**src/rtl/hmvc_pkg.sv**
```systemverilog
package hmvc_pkg;

	localparam int ModeW    = 3;
	localparam int ValueW   = 32;
	localparam int DivCodeW = 2;
	localparam int ResultW  = 22;
	// operand width of the divider chain, one cell per quotient bit
	localparam int OpW      = 22;
	localparam int NumCells = OpW;

	localparam int InDataW  = 40;
	localparam int OutDataW = 24;

	typedef enum logic [ModeW-1:0] {
		MODE_VOLT_TO_CODE = 3'd0,
		MODE_CODE_TO_VOLT = 3'd1,
		MODE_RPM_TO_CODE  = 3'd2,
		MODE_CODE_TO_RPM  = 3'd3,
		MODE_TEMP_TO_CODE = 3'd4,
		MODE_CODE_TO_TEMP = 3'd5,
		MODE_DIV_TO_CODE  = 3'd6,
		MODE_CODE_TO_DIV  = 3'd7
	} mode_t;

	// what the output stage does with the quotient
	typedef enum logic [1:0] {
		POST_QUO = 2'd0,
		POST_NEG = 2'd1,
		POST_FAN = 2'd2,
		POST_BYP = 2'd3
	} post_t;

	typedef struct packed {
		logic [OpW-1:0]     rem;
		logic [OpW-1:0]     nq;    // numerator bits out, quotient bits in
		logic [OpW-1:0]     den;
		post_t              post;
		logic [ResultW-1:0] byp;
	} div_data_t;

	localparam logic [OpW-1:0] FAN_CLK     = 22'd1350000;
	localparam logic [OpW-1:0] DEN_TEN     = 22'd10;
	localparam logic [OpW-1:0] DEN_HUNDRED = 22'd100;

	// input thresholds where the clamped conversions saturate
	localparam logic signed [ValueW-1:0] VOLT_IN_MAX  = 32'sd408;
	localparam logic signed [ValueW-1:0] TEMP_IN_LOW  = 32'sd519;
	localparam logic signed [ValueW-1:0] TEMP_IN_HIGH = 32'sd2652;
	localparam logic [14:0]              TEMP_OFFSET  = 15'd6227;
	localparam logic signed [15:0]       TEMP_SCALE   = 16'sd83;
	localparam logic signed [15:0]       TEMP_BIAS    = 16'sd5212;

	localparam logic [ResultW-1:0] CODE_MAX = 22'd255;
	localparam logic [ResultW-1:0] FAN_MAX  = 22'd254;

endpackage

```
**src/rtl/hw_monitor_value_converter_unit.sv**
```systemverilog
// Path: an input transfer passes the operand stage, the 22 divider cells
//   and the result stage, each one registered, before its output transfer.
// Throughput: one transfer per cycle while the output side is ready; the
//   22-cell divider chain resolves one quotient bit per cell.
// Reset: arst_n clears every stage valid at once; no item survives reset.
module hw_monitor_value_converter_unit
	import hmvc_pkg::*;
(
	input  logic                clk,
	input  logic                arst_n,
	input  logic                s_axis_tvalid,
	output logic                s_axis_tready,
	input  logic [InDataW-1:0]  s_axis_tdata,  // value[31:0], divider_code[33:32], pad
	input  logic [ModeW-1:0]    s_axis_tuser,  // mode[2:0]
	output logic                m_axis_tvalid,
	input  logic                m_axis_tready,
	output logic [OutDataW-1:0] m_axis_tdata   // converted[21:0], pad
);

	// link i feeds cell i; link NumCells feeds the result stage
	logic      link_valid [NumCells+1];
	logic      link_ready [NumCells+1];
	div_data_t link_data  [NumCells+1];

	logic [ResultW-1:0] converted;

	// Operand stage: picks numerator, divisor and post-op per mode.
	// Saturating, table and volt-to-code cases still pass the divider chain; their result rides along as byp.
	hmvc_front u_front (
		.clk          (clk),
		.arst_n       (arst_n),
		.in_valid     (s_axis_tvalid),
		.in_ready     (s_axis_tready),
		.mode         (mode_t'(s_axis_tuser)),
		.value        (s_axis_tdata[ValueW-1:0]),
		.divider_code (s_axis_tdata[ValueW+DivCodeW-1:ValueW]),
		.out_valid    (link_valid[0]),
		.out_ready    (link_ready[0]),
		.out_data     (link_data[0])
	);

	// Divider chain: each cell shifts in one numerator bit, does one
	// compare/subtract and hands the partial result to its neighbor.
	// Each cell holds its item until the next one frees up, so bubbles
	// close up and input keeps flowing into empty cells while a result waits.
	for (genvar i = 0; i < NumCells; i++) begin : g_cell
		hmvc_cell u_cell (
			.clk       (clk),
			.arst_n    (arst_n),
			.in_valid  (link_valid[i]),
			.in_ready  (link_ready[i]),
			.in_data   (link_data[i]),
			.out_valid (link_valid[i+1]),
			.out_ready (link_ready[i+1]),
			.out_data  (link_data[i+1])
		);
	end

	// Result stage: sign fix for negative temperatures, fan code clamp,
	// bypass select; its register is the output holding register.
	hmvc_post u_post (
		.clk       (clk),
		.arst_n    (arst_n),
		.in_valid  (link_valid[NumCells]),
		.in_ready  (link_ready[NumCells]),
		.in_data   (link_data[NumCells]),
		.out_valid (m_axis_tvalid),
		.out_ready (m_axis_tready),
		.converted (converted)
	);

	assign m_axis_tdata = {{(OutDataW-ResultW){1'b0}}, converted};

endmodule

```
**src/rtl/hmvc_front.sv**
```systemverilog
module hmvc_front
	import hmvc_pkg::*;
(
	input  logic                     clk,
	input  logic                     arst_n,
	input  logic                     in_valid,
	output logic                     in_ready,
	input  mode_t                    mode,
	input  logic signed [ValueW-1:0] value,
	input  logic [DivCodeW-1:0]      divider_code,
	output logic                     out_valid,
	input  logic                     out_ready,
	output div_data_t                out_data
);

	logic             valid_s1;
	div_data_t        data_s1;
	div_data_t        d;

	logic [7:0]         code;
	logic [12:0]        t0;
	logic [14:0]        n4;
	logic signed [15:0] s16;
	logic signed [15:0] n5;
	logic [15:0]        mag5;
	logic [24:0]        x25;
	logic               fan_big;
	logic [10:0]        x3;

	assign code    = value[7:0];
	assign t0      = 13'(value[8:0]) * 13'd10 + 13'd8;
	assign n4      = 15'(value[11:0]) * 15'd12 - TEMP_OFFSET;
	assign s16     = {{8{value[7]}}, value[7:0]};
	assign n5      = s16 * TEMP_SCALE + TEMP_BIAS;
	assign mag5    = n5[15] ? 16'(-n5) : 16'(n5);
	assign x25     = 25'(value[21:0]) << divider_code;
	// rpm times divider at or above 2^22 always rounds to quotient 0
	assign fan_big = (|value[30:22]) || (|x25[24:22]);
	assign x3      = 11'(code) << divider_code;

	always_comb begin
		d      = '0;
		d.den  = 22'd1;
		d.post = POST_BYP;
		case (mode)
			MODE_VOLT_TO_CODE: begin
				if (value[31]) begin
					d.byp = '0;
				end else if (value > VOLT_IN_MAX) begin
					d.byp = CODE_MAX;
				end else begin
					d.byp = 22'(t0[11:4]);
				end
			end
			MODE_CODE_TO_VOLT: begin
				d.nq   = 22'({code, 4'b0000}) + 22'd5;
				d.den  = DEN_TEN;
				d.post = POST_QUO;
			end
			MODE_RPM_TO_CODE: begin
				if (value[31] || value == '0) begin
					d.byp = CODE_MAX;
				end else if (fan_big) begin
					d.byp = 22'd1;
				end else begin
					d.nq   = FAN_CLK + 22'(x25[21:1]);
					d.den  = x25[21:0];
					d.post = POST_FAN;
				end
			end
			MODE_CODE_TO_RPM: begin
				if (code == 8'd0) begin
					d.byp = '1;
				end else if (code == 8'hFF) begin
					d.byp = '0;
				end else begin
					d.nq   = FAN_CLK;
					d.den  = 22'(x3);
					d.post = POST_QUO;
				end
			end
			MODE_TEMP_TO_CODE: begin
				if (value[31] || value < TEMP_IN_LOW) begin
					d.byp = '0;
				end else if (value > TEMP_IN_HIGH) begin
					d.byp = CODE_MAX;
				end else begin
					d.nq   = 22'(n4);
					d.den  = DEN_HUNDRED;
					d.post = POST_QUO;
				end
			end
			MODE_CODE_TO_TEMP: begin
				d.nq   = 22'(mag5);
				d.den  = DEN_TEN;
				d.post = n5[15] ? POST_NEG : POST_QUO;
			end
			MODE_DIV_TO_CODE: begin
				if (value == 32'sd8) begin
					d.byp = 22'd3;
				end else if (value == 32'sd4) begin
					d.byp = 22'd2;
				end else if (value == 32'sd1) begin
					d.byp = 22'd0;
				end else begin
					d.byp = 22'd1;
				end
			end
			MODE_CODE_TO_DIV: begin
				d.byp = 22'(4'b0001 << value[1:0]);
			end
			default: begin
				d.byp = '0;
			end
		endcase
	end

	assign in_ready  = !valid_s1 || out_ready;
	assign out_valid = valid_s1;
	assign out_data  = data_s1;

	always_ff @(posedge clk or negedge arst_n) begin
		if (!arst_n) begin
			valid_s1 <= 1'b0;
		end else if (in_ready) begin
			valid_s1 <= in_valid;
		end
	end

	always_ff @(posedge clk) begin
		if (in_valid && in_ready) begin
			data_s1 <= d;
		end
	end

endmodule

```
**src/rtl/hmvc_cell.sv**
```systemverilog
module hmvc_cell
	import hmvc_pkg::*;
(
	input  logic      clk,
	input  logic      arst_n,
	input  logic      in_valid,
	output logic      in_ready,
	input  div_data_t in_data,
	output logic      out_valid,
	input  logic      out_ready,
	output div_data_t out_data
);

	logic      valid_q;
	div_data_t data_q;
	div_data_t nxt;
	logic [OpW:0] trial;
	logic [OpW:0] diff;
	logic         ge;

	// one restoring step; rem < den keeps trial - den inside OpW+1 bits
	assign trial = {in_data.rem, in_data.nq[OpW-1]};
	assign diff  = trial - {1'b0, in_data.den};
	assign ge    = !diff[OpW];

	always_comb begin
		nxt     = in_data;
		nxt.rem = ge ? diff[OpW-1:0] : trial[OpW-1:0];
		nxt.nq  = {in_data.nq[OpW-2:0], ge};
	end

	assign in_ready  = !valid_q || out_ready;
	assign out_valid = valid_q;
	assign out_data  = data_q;

	always_ff @(posedge clk or negedge arst_n) begin
		if (!arst_n) begin
			valid_q <= 1'b0;
		end else if (in_ready) begin
			valid_q <= in_valid;
		end
	end

	always_ff @(posedge clk) begin
		if (in_valid && in_ready) begin
			data_q <= nxt;
		end
	end

endmodule

```
**src/rtl/hmvc_post.sv**
```systemverilog
module hmvc_post
	import hmvc_pkg::*;
(
	input  logic               clk,
	input  logic               arst_n,
	input  logic               in_valid,
	output logic               in_ready,
	input  div_data_t          in_data,
	output logic               out_valid,
	input  logic               out_ready,
	output logic [ResultW-1:0] converted
);

	logic               valid_q;
	logic [ResultW-1:0] result_q;
	logic [ResultW-1:0] res;
	logic [OpW-1:0]     q;

	assign q = in_data.nq;

	always_comb begin
		case (in_data.post)
			POST_QUO: res = ResultW'(q);
			POST_NEG: res = ResultW'(-q);
			POST_FAN: begin
				if (q == '0) begin
					res = 22'd1;
				end else if (q > FAN_MAX) begin
					res = FAN_MAX;
				end else begin
					res = ResultW'(q);
				end
			end
			POST_BYP: res = in_data.byp;
			default:  res = in_data.byp;
		endcase
	end

	assign in_ready  = !valid_q || out_ready;
	assign out_valid = valid_q;
	assign converted = result_q;

	always_ff @(posedge clk or negedge arst_n) begin
		if (!arst_n) begin
			valid_q <= 1'b0;
		end else if (in_ready) begin
			valid_q <= in_valid;
		end
	end

	always_ff @(posedge clk) begin
		if (in_valid && in_ready) begin
			result_q <= res;
		end
	end

endmodule

```
**config.mk**
```make
export PLATFORM = sky130hd
export DESIGN_NAME = hw_monitor_value_converter_unit
export DESIGN_NICKNAME = d
export VERILOG_FILES = /design/src/rtl/hmvc_pkg.sv /design/src/rtl/hw_monitor_value_converter_unit.sv /design/src/rtl/hmvc_front.sv /design/src/rtl/hmvc_cell.sv /design/src/rtl/hmvc_post.sv
export SDC_FILE = /design/constraint.sdc
export NUM_CORES = 2
export LEC_CHECK = 0
export BUFFER_PORTS_ARGS = -buffer_cell sky130_fd_sc_hd__buf_4
export CAP_MARGIN = 5
export CORE_UTILIZATION = 25
export DETAILED_ROUTE_END_ITERATION = 10
export GPL_TIMING_DRIVEN = 0
export PLACE_DENSITY = 0.43
export SLEW_MARGIN = 20
export SYNTH_ARGS = -nofsm -noshare
export SYNTH_HDL_FRONTEND = slang
export SYNTH_SLANG_ARGS = --single-unit
```
**constraint.sdc**
```tcl
create_clock -name clk -period 16.45 [get_ports clk]
set_clock_uncertainty 0.05 [all_clocks]
set_input_delay 0.8225 -clock clk [delete_from_list [all_inputs] [get_ports clk]]
set_output_delay 0.8225 -clock clk [all_outputs]
set_load 0.01 [all_outputs]
```
=== Yosys cells after proc, flatten, opt, wreduce, memory -nomap -nowiden ===
Cells that the tools add are included.

* Output and inout port bits: 26
* Flip-flop bits (word level): 2,050
* Input bits: 47
* Logic and storage cells: 339

* Shift operators: 3
* $lt $le $gt $ge: 4
* Add/sub/neg operators: 29
* Equality and inequality tests: 14
* Multipliers: 3
* Reduce and logical (&&, ||, !) cells: 104
* Muxes and demuxes: 44

{| class="wikitable"
|+ Operator list
! kind !! count
|-
| two-way mux 22 bit || 27
|-
| subtractor 23 x 22 -> 23 bit || 21
|-
| one-hot mux 46 bit (5 select lines) || 1
|-
| two-way mux 46 bit || 4
|-
| one-hot mux 22 bit (6 select lines) || 1
|-
| one-hot mux 22 bit (4 select lines) || 1
|-
| logical NOT 1 bit || 46
|-
| two-way mux 45 bit || 1
|-
| two-way mux 39 bit || 1
|-
| == test 32 x 2 -> 1 bit (second input constant) || 1
|-
| == test 32 x 4 -> 1 bit (second input constant) || 1
|-
| == test 32 x 5 -> 1 bit (second input constant) || 1
|-
| > comparator 32 x 10 -> 1 bit (second input constant) || 1
|-
| > comparator 32 x 13 -> 1 bit (second input constant) || 1
|-
| logical NOT 32 bit || 1
|-
| < comparator 32 x 11 -> 1 bit (second input constant) || 1
|-
| logical OR 1 bit || 27
|-
| left shift 22 x 2 -> 25 bit || 1
|-
| logical AND 1 bit || 24
|-
| two-way mux 8 bit || 3
|-
| subtractor 1 x 22 -> 23 bit || 1
|-
| adder 21 x 21 -> 22 bit (first input constant) || 1
|-
| > comparator 22 x 8 -> 1 bit (second input constant) || 1
|-
| logical NOT 22 bit || 1
|-
| other kinds (24) || 32
|}

=== Logic depth before layout (Yosys ltp) ===
* Depth in word-level cells: 26
* Depth in mapped cells: 19
* Depth with buffers taken out: 18

=== Cells and area by module ===
Synthesis repeated with hierarchy kept, for this count alone.

* Cell total of the unflattened synthesis: 7,909
* Area total of the unflattened synthesis: 106,437.1 µm²

{| class="wikitable"
|+ By module, submodules not included
! module !! cells each !! area an instance (µm²) !! times used !! seq. area each (µm²)
|-
| hmvc_cell || 316 || 4,440.5 || 22 || 2,727.6
|-
| hmvc_front || 760 || 6,887.9 || 1 || 1,676.6
|-
| hmvc_post || 194 || 1,839.3 || 1 || 685.7
|-
| hw_monitor_value_converter_unit || 3 || 18.8 || 1 || 0.0
|}

=== Worst setup path after synthesis ===
Ideal clock, no wire load.

* Kind: input to register
* From: input port m_axis_tready
* To: register g_cell[7].u_cell.data_q, in the netlist g_cell[7].u_cell.out_data[0] (enable)
* Setup time: 630 ps
* Arrival time: 7,182 ps
* Cell stages on the path: 9
* Buffers on the path: 0
* Path slack: 8,587 ps
* Required time: 15,770 ps
* Cells stage by stage: nor2b_1 -> nand3_1 -> nor2_1 -> and2_1 -> nand2_1 -> nor2_1 -> nand2_1 -> nor3_1 -> a21boi_0

* Longest elaborated chain between the ends: 17

{| class="wikitable"
|+ Ends and longest elaborated chain
! item !! RTL line !! RTL
|-
| from (decl) || hw_monitor_value_converter_unit.sv:16 || <nowiki>input logic m_axis_tready,</nowiki>
|-
| logical OR 1 bit || hmvc_post.sv:39 || <nowiki>assign in_ready = !valid_q || out_ready;</nowiki>
|-
| logical OR 1 bit (15 in series) || hmvc_cell.sv:32 || <nowiki>assign in_ready = !valid_q || out_ready;</nowiki>
|-
| logical AND 1 bit || hmvc_cell.sv:45 || <nowiki>if (in_valid && in_ready) begin</nowiki>
|-
| to (signal assigned) || hmvc_cell.sv:46 || <nowiki>data_q <= nxt;</nowiki>
|-
| to (decl) || hmvc_cell.sv:15 || <nowiki>div_data_t data_q;</nowiki>
|}

No other way between the ends.
A chain may end at the register's enable or synchronous reset.

=== Worst setup path after layout ===
* From: register u_post.valid_q (netlist: u_post.out_valid)
* To: output port s_axis_tready

* Longest elaborated chain between the ends: 25

{| class="wikitable"
|+ Ends and longest elaborated chain
! item !! RTL line !! RTL
|-
| from (decl) || hmvc_post.sv:14 || <nowiki>logic valid_q;</nowiki>
|-
| from (signal assigned) || hmvc_post.sv:47 || <nowiki>valid_q <= in_valid;</nowiki>
|-
| logical NOT 1 bit || hmvc_post.sv:39 ||
|-
| logical OR 1 bit || hmvc_post.sv:39 ||
|-
| logical OR 1 bit (22 in series) || hmvc_cell.sv:32 ||
|-
| logical OR 1 bit || hmvc_front.sv:118 || <nowiki>assign in_ready = !valid_s1 || out_ready;</nowiki>
|-
| to (decl) || hw_monitor_value_converter_unit.sv:12 || <nowiki>output logic s_axis_tready,</nowiki>
|}

No other way between the ends.

==> run metrics <==
Crit path max-delay family simple AND/OR/NAND/NOR gates; FF-to-FF setup slack 11.26 ns; multi-input logic area 30410 um^2; Final Net Count approximately 7300; crit-path max cell delay around 0.91 ns; Switching Fraction roughly a third; H-tree depth 4; Design Power 18480 uW; post-synth cell types between 80 and 90; Slew @ Worst Pin between 1 and 1.5 ns; Tcrit/Tclk final between 30% and 40%; CP Depth 9; hold_sp s_axis_tvalid; Post-synth top cells edfxtp_1, inv_1, ha_1; clk slew on worst S/H paths roughly 0.060 ns; Starting Density between 20% and 30%; YS warnings 0; GRT overflow 0; Final min period approximately 5.8 ns; PwrDens 186.0 nW/um^2; vias per cell about 4.3; Final Util about 30%; worst path arrival time between 4 and 5 ns; Reg area between 50000 and 60000 um^2; DR pass1 iterations 10; fraction of layout instances using a drive strength above 1 about an eighth; Flop pwr share between 30% and 40%; crit path max-delay cell type nor4_2; peak supply drop 94.02 uV; TNS Setup 0 ns; crit end category primary output; CTS tree yes; Hold Crit Endpoint u_front.out_valid; startpoint types flip-flop; routability cong. around 0.83; Hold Slack roughly 0.21 ns; post-synth top area share roughly three fifths; CP Class reg -> out; Worst Hold Path Cells 2; Clock Latency Late Sink between 0.8 and 0.9 ns; largest cells by area after synthesis edfxtp_1, ha_1, mux2_2; Slew Viols, Final 0; WL/cell around 16 um; synthesized instance count 6362; P_sw about 6200 uW; Rel. slew slack about 23%; Worst Path Buf+Inv 1; wire length of the first global-routing pass between 200000 and 300000 um; largest net degree at the start of global routing a little under 60; buffer levels on the longest clock path 4; worst reg2reg path depth 12; ys async rst share under 10%; Post-Syn Area 85540 um^2; outcome finished with violations; drt total wl about 180000 um; clk sinks 1751; Routed Antenna Nets 0; dominant cell type by area after synthesis edfxtp_1; Overall Global Routing Usage between 10% and 20%; flop and latch count out of synthesis about 1800; crit path cell chain nor2b_1, nand3_1, nor2_1, nand2_1, nor4_2, nand2_1, nor2_1, nand4_1, buf_4; reg2reg start g_cell[9].u_cell.out_data[24]; Primary FF master, synth edfxtp_1; Setup Fix Bufs, Post-CTS 0; Seq/Total Area, Yosys between 60% and 70%; drt initial violations approximately 2700; failing checks DRC; clock root buffer clkbuf_16; Post-synth EDFFs ~1700; reg2reg end g_cell[10].u_cell.out_data[86]; Final Hold Fails 0; number of port buffers 63; Min-Delay Path Class in -> reg; Internal ~12000 uW; TritonCTS Buffers between 150 and 200; Final setup viols 0; Fill cells roughly 34000; Max-Cap Viols 0; placed wire-length estimate 139600 um; combinational group share of total power 39.3%; via count 48860; Avg Inst Size Synth 13.45 um^2; cell with the most instances after synthesis edfxtp_1; site row count between 200 and 250; DRC Markers 6; Worst EP required 15.58 ns; vias in the first global route 50530; Pleak between 0.03 and 0.04 uW; hold-fix buffers at CTS 1; Ports 73; Core Area 340100 um^2; Layout area overhead 16.19%; FMAX 173.4 MHz; initial antenna violation count 10; die area approximately 340000 um^2; crit-path max FO 5; die width between 500 and 600 um; die height roughly 590 um; clock power share 23.2%; post-CTS sizing 0; RSZ-0062 raised after global routing no
-- cell families after synthesis --
| kind of cell | count (synthesis) | share of synthesized area [%] |
|---|---|---|
| AOI/OAI and AO/OA | 1290 | 9.928 |
| xor gates and xnor gates | 439 | 4.504 |
| adders and majority gates | 578 | 8.823 |
| buffers and inverters | 761 | 3.382 |
| DFF | 1751 | 61.33 |
| muxes | 431 | 5.741 |
| other | 1 | 0.004384 |
| and+or+nand+nor | 1111 | 6.288 |
-- power groups by stage --
stage | Sequential, uW | Combinational (uW) | Clock (uW)
floorplan | 6800 | 5530 | 0
CTS | 6950 | 7380 | 4470
finish | 6920 | 7270 | 4290
global route | 7040 | 8090 | 4620
global placement | 7090 | 7190 | 0
detailed placement | 7040 | 7310 | 0
-- through the flow --
stage / setup WS, ns / instance area [um^2] / std cells
6_report: 10.68 / 99390 / 11370
5_1_grt: 10.27 / 99390 / 11370
4_1_cts: 10.49 / 99390 / 11370
3_5_place_dp: 10.10 / 93150 / 11020
3_3_place_gp: 4.681 / 91730 / 10970
2_1_floorplan: 8.587 / 85580 / 6373
-- state kept, by name, summed over array words and instances, names as in the netlist --
name                     count
u_post.out_valid             1
g_cell.u_cell.out_data    1650
u_front.out_valid            1
u_post.converted            22
u_front.out_data            55
g_cell.u_cell.out_valid     22
-- per-layer routing --
layer	track usage (%)	share of wire (%)	vias to the layer above
met5	0	0	-
met4	3.084	2.8	0
met3	1.545	3.3	313
met2	18.64	50	704
met1	12.80	44	23550
li1	-	-	24290
-- worst max path at each step --
stage	from	endpoint	slack, ns
2_1_floorplan	m_axis_tready	g_cell[7].u_cell.out_data[0]	8.59
3_3_place_gp	m_axis_tready	g_cell[7].u_cell.out_data[87]	4.68
3_5_place_dp	s_axis_tdata[3]	u_front.out_data[57]	10.10
4_1_cts	u_post.out_valid	s_axis_tready	10.49
5_1_grt	u_post.out_valid	s_axis_tready	10.27
6_report	u_post.out_valid	s_axis_tready	10.68
-- layout make-up --
type / instances / share of cell area [%]
antenna: 1 / 0.002518
buffer: 86 / 0.3626
clock buffer: 237 / 5.205
clock inverter: 106 / 1.059
inverter: 675 / 2.549
multi-input combinational: 3861 / 30.60
sequential: 1751 / 52.78
tap: 4536 / 5.710
timing repair buffer: 114 / 1.728
-- worst register-to-register path: cells and delay by family, from the launching register on --
family          cells  cell delay [ns]
compound gates      6             1.42
xor+xnor            1             0.81
fa+ha+maj           2             0.67
buf+inv             1             0.87
flops               1             0.41
mux                 1             0.47
simple gates        1             0.20
-- cell usage in the layout (no fill, tap or decap), drive strengths merged, types with 55 or more instances in the layout --
master  synthesis  routed
edfxtp       1727    1727
inv           675     676
ha            536     536
mux2          372     372
xnor2         324     324
a21oi         317     317
nor2          308     308
clkbuf         70     307
nand2         290     290
o21ai         261     261
a21o          167     167
buf            16     129
xor2          115     115
o21a          100     100
nor2b          88      88
nand3          81      81
clkinv          0      77
nor3           71      71
nand2b         58      58
a31oi          58      58
o21bai         56      56
and3           55      55
(Power assumes the default switching activity.)
